==> src/rtl/core/sorted_list_insert_delete_assert.svh <==
// Assertion macros for the sorted list core.
// Depends on aclk and aresetn being visible in the module that uses them.
`ifndef SORTED_LIST_INSERT_DELETE_ASSERT_SVH
`define SORTED_LIST_INSERT_DELETE_ASSERT_SVH

// Condition holds at every clock edge out of reset.
`define SLI_ASSERT_ALWAYS(label, cond, msg) \
    label: assert property (@(posedge aclk) disable iff (!aresetn) (cond)) \
        else $error(msg);

// Consequent holds in the cycle after the antecedent.
`define SLI_ASSERT_NEXT(label, ante, cons, msg) \
    label: assert property (@(posedge aclk) disable iff (!aresetn) (ante) |=> (cons)) \
        else $error(msg);

// Consequent holds in the same cycle as the antecedent.
`define SLI_ASSERT_SAME(label, ante, cons, msg) \
    label: assert property (@(posedge aclk) disable iff (!aresetn) (ante) |-> (cons)) \
        else $error(msg);

`endif

==> src/rtl/core/sli_pkg.sv <==
// Shared types and codes for the sorted list core.
// Used by sli_cell and sorted_list_insert_delete; no dependencies.
package sli_pkg;

    localparam int DEPTH_DEF = 16;
    localparam int VALUE_W   = 32;
    localparam int ACTION_W  = 2;
    localparam int STATUS_W  = 2;

    localparam logic [ACTION_W-1:0] ACT_INSERT = 2'd0;
    localparam logic [ACTION_W-1:0] ACT_DELETE = 2'd1;
    localparam logic [ACTION_W-1:0] ACT_READ   = 2'd2;

    localparam logic [STATUS_W-1:0] ST_OK        = 2'd0;
    localparam logic [STATUS_W-1:0] ST_FULL      = 2'd1;
    localparam logic [STATUS_W-1:0] ST_NOT_FOUND = 2'd2;
    localparam logic [STATUS_W-1:0] ST_BAD_INDEX = 2'd3;

    // Broadcast from the controller to every cell.
    typedef struct packed {
        logic                      cmp_en;
        logic                      ins_en;
        logic                      del_en;
        logic signed [VALUE_W-1:0] value;
    } cell_ctl_t;

    // What a cell shows its neighbors.
    typedef struct packed {
        logic signed [VALUE_W-1:0] entry;
        logic                      occ;
        logic                      le;
        logic                      eq;
    } nbr_t;

endpackage

==> src/rtl/core/sli_cell.sv <==
// One cell of the sorted list: an entry, its compare flags and shift logic.
// Depends on sli_pkg.
module sli_cell #(
    parameter int INDEX = 0,
    parameter int CW    = 5
) (
    input  logic               aclk,
    input  logic               aresetn,
    input  sli_pkg::cell_ctl_t ctl,
    input  logic [CW-1:0]      count,
    input  sli_pkg::nbr_t      below,
    input  sli_pkg::nbr_t      above,
    output sli_pkg::nbr_t      me,
    output logic               ins_mark,
    output logic               del_mark
);

    logic signed [sli_pkg::VALUE_W-1:0] entry_reg;
    logic                               occ_reg;
    logic                               le_reg;
    logic                               eq_reg;
    logic                               occ_now;
    logic                               shift_up;
    logic                               shift_dn;

    assign occ_now  = CW'(INDEX) < count;
    // List is sorted, so le flags form a prefix and eq flags a contiguous run.
    assign ins_mark = !le_reg && below.le;
    assign shift_up = !below.le && below.occ;
    assign del_mark = eq_reg && !above.eq;
    assign shift_dn = del_mark || (occ_reg && !le_reg);

    always_ff @(posedge aclk) begin
        if (!aresetn) begin
            occ_reg <= 1'b0;
            le_reg  <= 1'b0;
            eq_reg  <= 1'b0;
        end else if (ctl.cmp_en) begin
            occ_reg <= occ_now;
            le_reg  <= occ_now && (entry_reg <= ctl.value);
            eq_reg  <= occ_now && (entry_reg == ctl.value);
        end
    end

    always_ff @(posedge aclk) begin
        if (ctl.ins_en) begin
            if (shift_up) begin
                entry_reg <= below.entry;
            end else if (ins_mark) begin
                entry_reg <= ctl.value;
            end
        end else if (ctl.del_en && shift_dn) begin
            entry_reg <= above.entry;
        end
    end

    assign me.entry = entry_reg;
    assign me.occ   = occ_reg;
    assign me.le    = le_reg;
    assign me.eq    = eq_reg;

endmodule

==> src/rtl/core/sli_enc.sv <==
// One-hot to binary encoder over the cell marks, with an any-set flag.
// Depends on nothing.
module sli_enc #(
    parameter int N = 16,
    parameter int W = 4
) (
    input  logic [N-1:0] onehot,
    output logic [W-1:0] idx,
    output logic         any
);

    always_comb begin
        idx = '0;
        for (int i = 0; i < N; i++) begin
            if (onehot[i]) begin
                idx = idx | W'(i);
            end
        end
    end

    assign any = |onehot;

endmodule

==> src/rtl/core/sorted_list_insert_delete.sv <==
// Sorted list of signed 32-bit values held in a row of compare/shift cells.
// Depends on sli_pkg, sli_cell, sli_enc and sorted_list_insert_delete_assert.svh.
//
// Input stream (s_*): one transaction carries action, value and index.
//   action insert places the value above all equal entries, delete removes
//   the highest-placed equal entry, read returns the entry at index.
// Result stream (m_*): exactly one transaction per input transaction with
//   status, position, the count after the operation and the read value.
// Timing: an input is taken only while the block is idle. The next cycle
//   every cell compares its entry with the value in parallel; then, once the
//   output register is free, the cells shift one place toward or away from
//   their neighbor on an insert or delete and the result is loaded into the
//   output register. A new input is taken only after that result is loaded.
//   The compare and shift steps in the cell row set this sequence.
// Reset (aresetn low, synchronous) empties the list and drops any pending
//   result; entry contents are not cleared.
// A stalled receiver holds the result in the output register; a new input
//   is still taken and compared, and its shift waits until the result leaves.
module sorted_list_insert_delete #(
    parameter int  DEPTH  = sli_pkg::DEPTH_DEF,
    localparam int PW     = $clog2(DEPTH),
    localparam int CW     = $clog2(DEPTH + 1),
    localparam int IN_W   = sli_pkg::ACTION_W + sli_pkg::VALUE_W + PW,
    localparam int IN_DW  = ((IN_W + 7) / 8) * 8,
    localparam int OUT_W  = sli_pkg::STATUS_W + PW + CW + sli_pkg::VALUE_W,
    localparam int OUT_DW = ((OUT_W + 7) / 8) * 8
) (
    input  logic              aclk,
    input  logic              aresetn,
    input  logic              s_tvalid,
    output logic              s_tready,
    input  logic [IN_DW-1:0]  s_tdata,   // action, value, index
    output logic              m_tvalid,
    input  logic              m_tready,
    output logic [OUT_DW-1:0] m_tdata    // status, position, count, read_value
);

    `include "sorted_list_insert_delete_assert.svh"

    typedef enum logic [1:0] {
        S_IDLE,
        S_CMP,
        S_EXEC
    } state_t;

    state_t                             state_reg;
    logic [sli_pkg::ACTION_W-1:0]       op_action_reg;
    logic signed [sli_pkg::VALUE_W-1:0] op_value_reg;
    logic [PW-1:0]                      op_index_reg;
    logic [CW-1:0]                      count_reg;
    logic                               m_tvalid_reg;
    logic [sli_pkg::STATUS_W-1:0]       status_reg;
    logic [PW-1:0]                      pos_reg;
    logic [CW-1:0]                      cnt_out_reg;
    logic signed [sli_pkg::VALUE_W-1:0] rdv_reg;

    logic [sli_pkg::STATUS_W-1:0]       status_next;
    logic [PW-1:0]                      pos_next;
    logic [CW-1:0]                      count_next;
    logic signed [sli_pkg::VALUE_W-1:0] rdv_next;

    sli_pkg::cell_ctl_t ctl;
    sli_pkg::nbr_t      nb [DEPTH];
    sli_pkg::nbr_t      edge_lo;
    logic [DEPTH-1:0]   ins_marks;
    logic [DEPTH-1:0]   del_marks;
    logic [PW-1:0]      ins_pos;
    logic [PW-1:0]      del_pos;
    logic               ins_any;
    logic               found;

    logic in_acc;
    logic exec_go;
    logic is_read;
    logic is_insert;
    logic full;
    logic rd_ok;

    assign in_acc    = s_tvalid && s_tready;
    assign s_tready  = (state_reg == S_IDLE);
    assign exec_go   = (state_reg == S_EXEC) && (!m_tvalid_reg || m_tready);
    assign is_read   = (op_action_reg & sli_pkg::ACT_READ) != '0;
    assign is_insert = (op_action_reg == sli_pkg::ACT_INSERT);
    assign full      = (count_reg == CW'(DEPTH));
    assign rd_ok     = CW'(op_index_reg) < count_reg;

    assign ctl.cmp_en = (state_reg == S_CMP);
    assign ctl.ins_en = exec_go && !is_read && is_insert && !full;
    assign ctl.del_en = exec_go && !is_read && !is_insert && found;
    assign ctl.value  = op_value_reg;

    // Below cell 0 sits an always-less-or-equal neighbor with nothing to shift in.
    assign edge_lo.entry = '0;
    assign edge_lo.occ   = 1'b0;
    assign edge_lo.le    = 1'b1;
    assign edge_lo.eq    = 1'b0;

    for (genvar i = 0; i < DEPTH; i++) begin : g_cell
        sli_pkg::nbr_t below_i;
        sli_pkg::nbr_t above_i;

        if (i == 0) begin : g_lo
            assign below_i = edge_lo;
        end else begin : g_mid_lo
            assign below_i = nb[i-1];
        end

        if (i == DEPTH - 1) begin : g_hi
            assign above_i.entry = nb[i].entry;
            assign above_i.occ   = 1'b0;
            assign above_i.le    = 1'b0;
            assign above_i.eq    = 1'b0;
        end else begin : g_mid_hi
            assign above_i = nb[i+1];
        end

        sli_cell #(
            .INDEX(i),
            .CW   (CW)
        ) u_cell (
            .aclk    (aclk),
            .aresetn (aresetn),
            .ctl     (ctl),
            .count   (count_reg),
            .below   (below_i),
            .above   (above_i),
            .me      (nb[i]),
            .ins_mark(ins_marks[i]),
            .del_mark(del_marks[i])
        );
    end

    sli_enc #(.N(DEPTH), .W(PW)) u_ins_enc (
        .onehot(ins_marks),
        .idx   (ins_pos),
        .any   (ins_any)
    );

    sli_enc #(.N(DEPTH), .W(PW)) u_del_enc (
        .onehot(del_marks),
        .idx   (del_pos),
        .any   (found)
    );

    always_comb begin
        status_next = sli_pkg::ST_OK;
        pos_next    = '0;
        count_next  = count_reg;
        rdv_next    = '0;
        if (is_read) begin
            if (rd_ok) begin
                pos_next = op_index_reg;
                rdv_next = nb[op_index_reg].entry;
            end else begin
                status_next = sli_pkg::ST_BAD_INDEX;
            end
        end else if (is_insert) begin
            if (full) begin
                status_next = sli_pkg::ST_FULL;
            end else begin
                pos_next   = ins_pos;
                count_next = count_reg + CW'(1);
            end
        end else begin
            if (found) begin
                pos_next   = del_pos;
                count_next = count_reg - CW'(1);
            end else begin
                status_next = sli_pkg::ST_NOT_FOUND;
            end
        end
    end

    always_ff @(posedge aclk) begin
        if (!aresetn) begin
            state_reg    <= S_IDLE;
            count_reg    <= '0;
            m_tvalid_reg <= 1'b0;
        end else begin
            if (exec_go) begin
                m_tvalid_reg <= 1'b1;
            end else if (m_tvalid_reg && m_tready) begin
                m_tvalid_reg <= 1'b0;
            end
            case (state_reg)
                S_IDLE: begin
                    if (in_acc) begin
                        state_reg <= S_CMP;
                    end
                end
                S_CMP: begin
                    state_reg <= S_EXEC;
                end
                S_EXEC: begin
                    // Hold until the output register is free.
                    if (exec_go) begin
                        state_reg <= S_IDLE;
                        count_reg <= count_next;
                    end
                end
                default: begin
                    state_reg <= S_IDLE;
                end
            endcase
        end
    end

    // Payload registers, no reset.
    always_ff @(posedge aclk) begin
        if (in_acc) begin
            op_action_reg <= s_tdata[sli_pkg::ACTION_W-1:0];
            op_value_reg  <= s_tdata[sli_pkg::ACTION_W +: sli_pkg::VALUE_W];
            op_index_reg  <= s_tdata[sli_pkg::ACTION_W + sli_pkg::VALUE_W +: PW];
        end
        if (exec_go) begin
            status_reg  <= status_next;
            pos_reg     <= pos_next;
            cnt_out_reg <= count_next;
            rdv_reg     <= rdv_next;
        end
    end

    assign m_tvalid = m_tvalid_reg;
    assign m_tdata  = OUT_DW'({rdv_reg, cnt_out_reg, pos_reg, status_reg});

    `SLI_ASSERT_ALWAYS(a_count_bound, count_reg <= CW'(DEPTH), "count exceeds depth")
    `SLI_ASSERT_SAME(a_ins_onehot, state_reg == S_EXEC, $onehot0(ins_marks), "several insert points")
    `SLI_ASSERT_SAME(a_del_onehot, state_reg == S_EXEC, $onehot0(del_marks), "several delete points")
    `SLI_ASSERT_SAME(a_ins_point, ctl.ins_en, ins_any, "insert with no insert point")
    `SLI_ASSERT_NEXT(a_one_at_once, in_acc, !s_tready, "input taken while busy")

endmodule
==> config.mk <==
export PLATFORM = sky130hd
export DESIGN_NAME = sorted_list_insert_delete
export DESIGN_NICKNAME = d
export VERILOG_FILES = /design/src/rtl/core/sli_pkg.sv /design/src/rtl/core/sli_cell.sv /design/src/rtl/core/sli_enc.sv /design/src/rtl/core/sorted_list_insert_delete.sv
export VERILOG_INCLUDE_DIRS = /design/src /design/src/rtl/core
export SDC_FILE = /design/constraint.sdc
export NUM_CORES = 2
export LEC_CHECK = 0
export ABC_CLOCK_PERIOD_IN_PS = 7650
export BUFFER_PORTS_ARGS = -buffer_cell sky130_fd_sc_hd__buf_2
export CAP_MARGIN = 40
export CORE_MARGIN = 3
export CORE_UTILIZATION = 35
export DETAILED_ROUTE_END_ITERATION = 8
export PLACE_DENSITY_LB_ADDON = 0.25
export SYNTH_ARGS = -nofsm -noshare
export SYNTH_HDL_FRONTEND = slang
export SYNTH_HIERARCHICAL = 1
export SYNTH_SLANG_ARGS = --single-unit
export TNS_END_PERCENT = 5
==> constraint.sdc <==
create_clock -name aclk -period 7.65 [get_ports aclk]
set_input_delay 1.53 -clock aclk [delete_from_list [all_inputs] [get_ports aclk]]
set_output_delay 1.53 -clock aclk [all_outputs]
set_load 0.005 [all_outputs]
==> reports/results.ini <==
[outcome]
status=complete, no violations

[placement]
post_dp_cell_area_um2=52500
portBuffers=86
place.gp.congestion=0.855
dp_hpwl_mm=118

[timing]
slew_violations=0
setup_violations=0
rsz0062_at_grt=no
tightest_slew_ns=1.10
fmax_ghz=0.220
max_slew_margin_pct=26.6
min_period_over_period_pct=59.3
min_period_ns=4.54
finalHoldViolCount=0
clock_skew_ns=0.0347
timing.setup.tns_ns=0

[setup_path]
max_stage_delay_ns=0.83
path_class=in2reg
arrival_ns=4.88
cpMaxStageDelayCell=and3_1
cp_max_fo=47
cp-end-kind=flop
critical_path.top_delay_family=buffers and inverters
r2r_end=g_cell[15].u_cell/entry_reg[4]
critPathLaunchType=primary input
rr_startpoint=count_reg[1]
crit_chain=buf_2, nand2b_1, nand2b_1, inv_2, buf_4, and3_1, a21oi_1, a31oi_4, buf_4
cp_data_required_time_ns=7.99
crit_buf_inv=4
r2r_slack_ns=3.33
reg2reg_depth=10

[synthesis]
synthesis.area_um2=49700
postSynthAreaPerCell_um2=9.75
yosysWarnings=6
syn_inst=5100

[clock_tree]
clk_latency_ns=0.69
clock-sinks=649
cts_setup_buffers=0
clk_pin_slew_ns=0.05
cts_tree=built
cts_hold_buf=0
cts_buffers=81
cts_root_buffer=clkbuf_16
htreeDepth=3
clock_path_buffers=3
cts_resized=0

[hold_path]
min-delay-path-class=reg2reg
hp-start=g_cell[15].u_cell/occ_reg
worstHoldPathCells=2
min_to=g_cell[15].u_cell/occ_reg

[power_and_ir_drop]
power.density_nw_per_um2=161
ir_drop_mv=0.152
p_leak_uw=0.0256

[floorplanning]
start_util_pct=35.5
die_w_um=383
io_pins=94
core_region_area_um2=140000
die_h_um=383
die-area_um2=147000
row_count=137

[global_routing]
grt_first_pass_wirelength_mm=240
antenna_found_initial=2
grt_max_degree=245
grt_pass1_vias=37100
track_usage_pct=21.5
grt_overflow=0

[routing]
totalWireLength_mm=162
wl_per_cell_um=22.9
drc=0
dr_total_vias=39300
dr.pass1.iters=6
drtAntennaViolNets=0
vias_per_cell=5.55
drt_first_iter_violations=4031

[final_layout]
nNetsFinal=5693
nFillCells=13900
largest_reg_flops=512
area_delta_synth_final_pct=10.8
design_area_um2=55100
drive_gt1_share_pct=9.18

[job]
maxCapViolCount=0

[cells in the final DEF (no fill, tap or decap), types with 17 or more instances in the layout]
cell type,n
a21boi_0,21
o21ai_1,47
nor3_1,18
o21a_1,26
a21oi_1,771
o211ai_1,26
conb_1,41
clkbuf_16,83
nand4_1,101
buf_4,88
mux2i_1,640
a221oi_1,75
nand3_1,71
nor4_1,41
nor2b_1,53
buf_2,91
ha_1,517
nand2_1,137
nor2_1,586
edfxtp_1,593
a21o_1,23
mux4_2,64
clkbuf_1,23
dfxtp_1,56
inv_1,555
nand2b_1,27
a221o_1,17
o21ai_0,91
[tightest hold or removal path: stages (launching register included)]
cell and delay [ns]:
dfxtp_1 0.31, nand2b_1 0.06, a21boi_0 0.07
[layer usage]
metal  GRT usage (%)  vias up  routed length (um)
li1                -    18800                   -
met1            30.1    18900               72500
met2            33.9     1343               73200
met3            2.95      228               10900
met4            7.66        0                5590
met5               0        -                   0
[area by class of cell]
class,count,area [um2],share of cell area [%]
Clock inverter,33,317,0.575
Sequential cell,649,18900,34.4
Inverter,559,2100,3.81
Antenna cell,2,5.00,0.00908
Multi-Input combinational cell,3640,27500,50.0
Clock buffer,113,2260,4.10
Tap cell,1876,2350,4.26
Timing Repair Buffer,201,1620,2.93
[metrics by stage]
stage / utilization [%] / hold slack, ns / worst slack (ns) / instances / power, uW
final: 39.3 / 0.486 / 3.11 / 7073 / 8870
after detailed placement: 37.4 / 0.477 / 2.44 / 6924 / 5060
after global routing: 39.3 / 0.510 / 2.94 / 7071 / 9220
after CTS: 39.3 / 0.487 / 3.18 / 7070 / 8960
after floorplan: - / 0.445 / 0.0321 / 5139 / 4720
after global placement: 37.2 / 0.469 / 2.42 / 6903 / 5020
[worst max-delay path by stage]
stage	from	endpoint	slack (ns)	cells after the start
CTS	m_tready	g_cell[5].u_cell/entry_reg[21]	3.18	9
global route	m_tready	g_cell[11].u_cell/entry_reg[6]	2.94	11
global placement	m_tready	g_cell[4].u_cell/entry_reg[25]	2.42	9
finish	m_tready	g_cell[5].u_cell/entry_reg[24]	3.11	9
floorplan	m_tready	g_cell[5].u_cell/entry_reg[0]	0.03	8
detailed placement	m_tready	g_cell[5].u_cell/entry_reg[24]	2.44	9
[power by group]
| part | internal [uW] | total [uW] | switching [uW] |
|---|---|---|---|
| Combinational | 392 | 1090 | 699 |
| Sequential | 3880 | 3910 | 30.8 |
| Clock | 2250 | 3870 | 1610 |
| Total | 6530 | 8870 | 2340 |
Power figures use the tool's default switching activity.
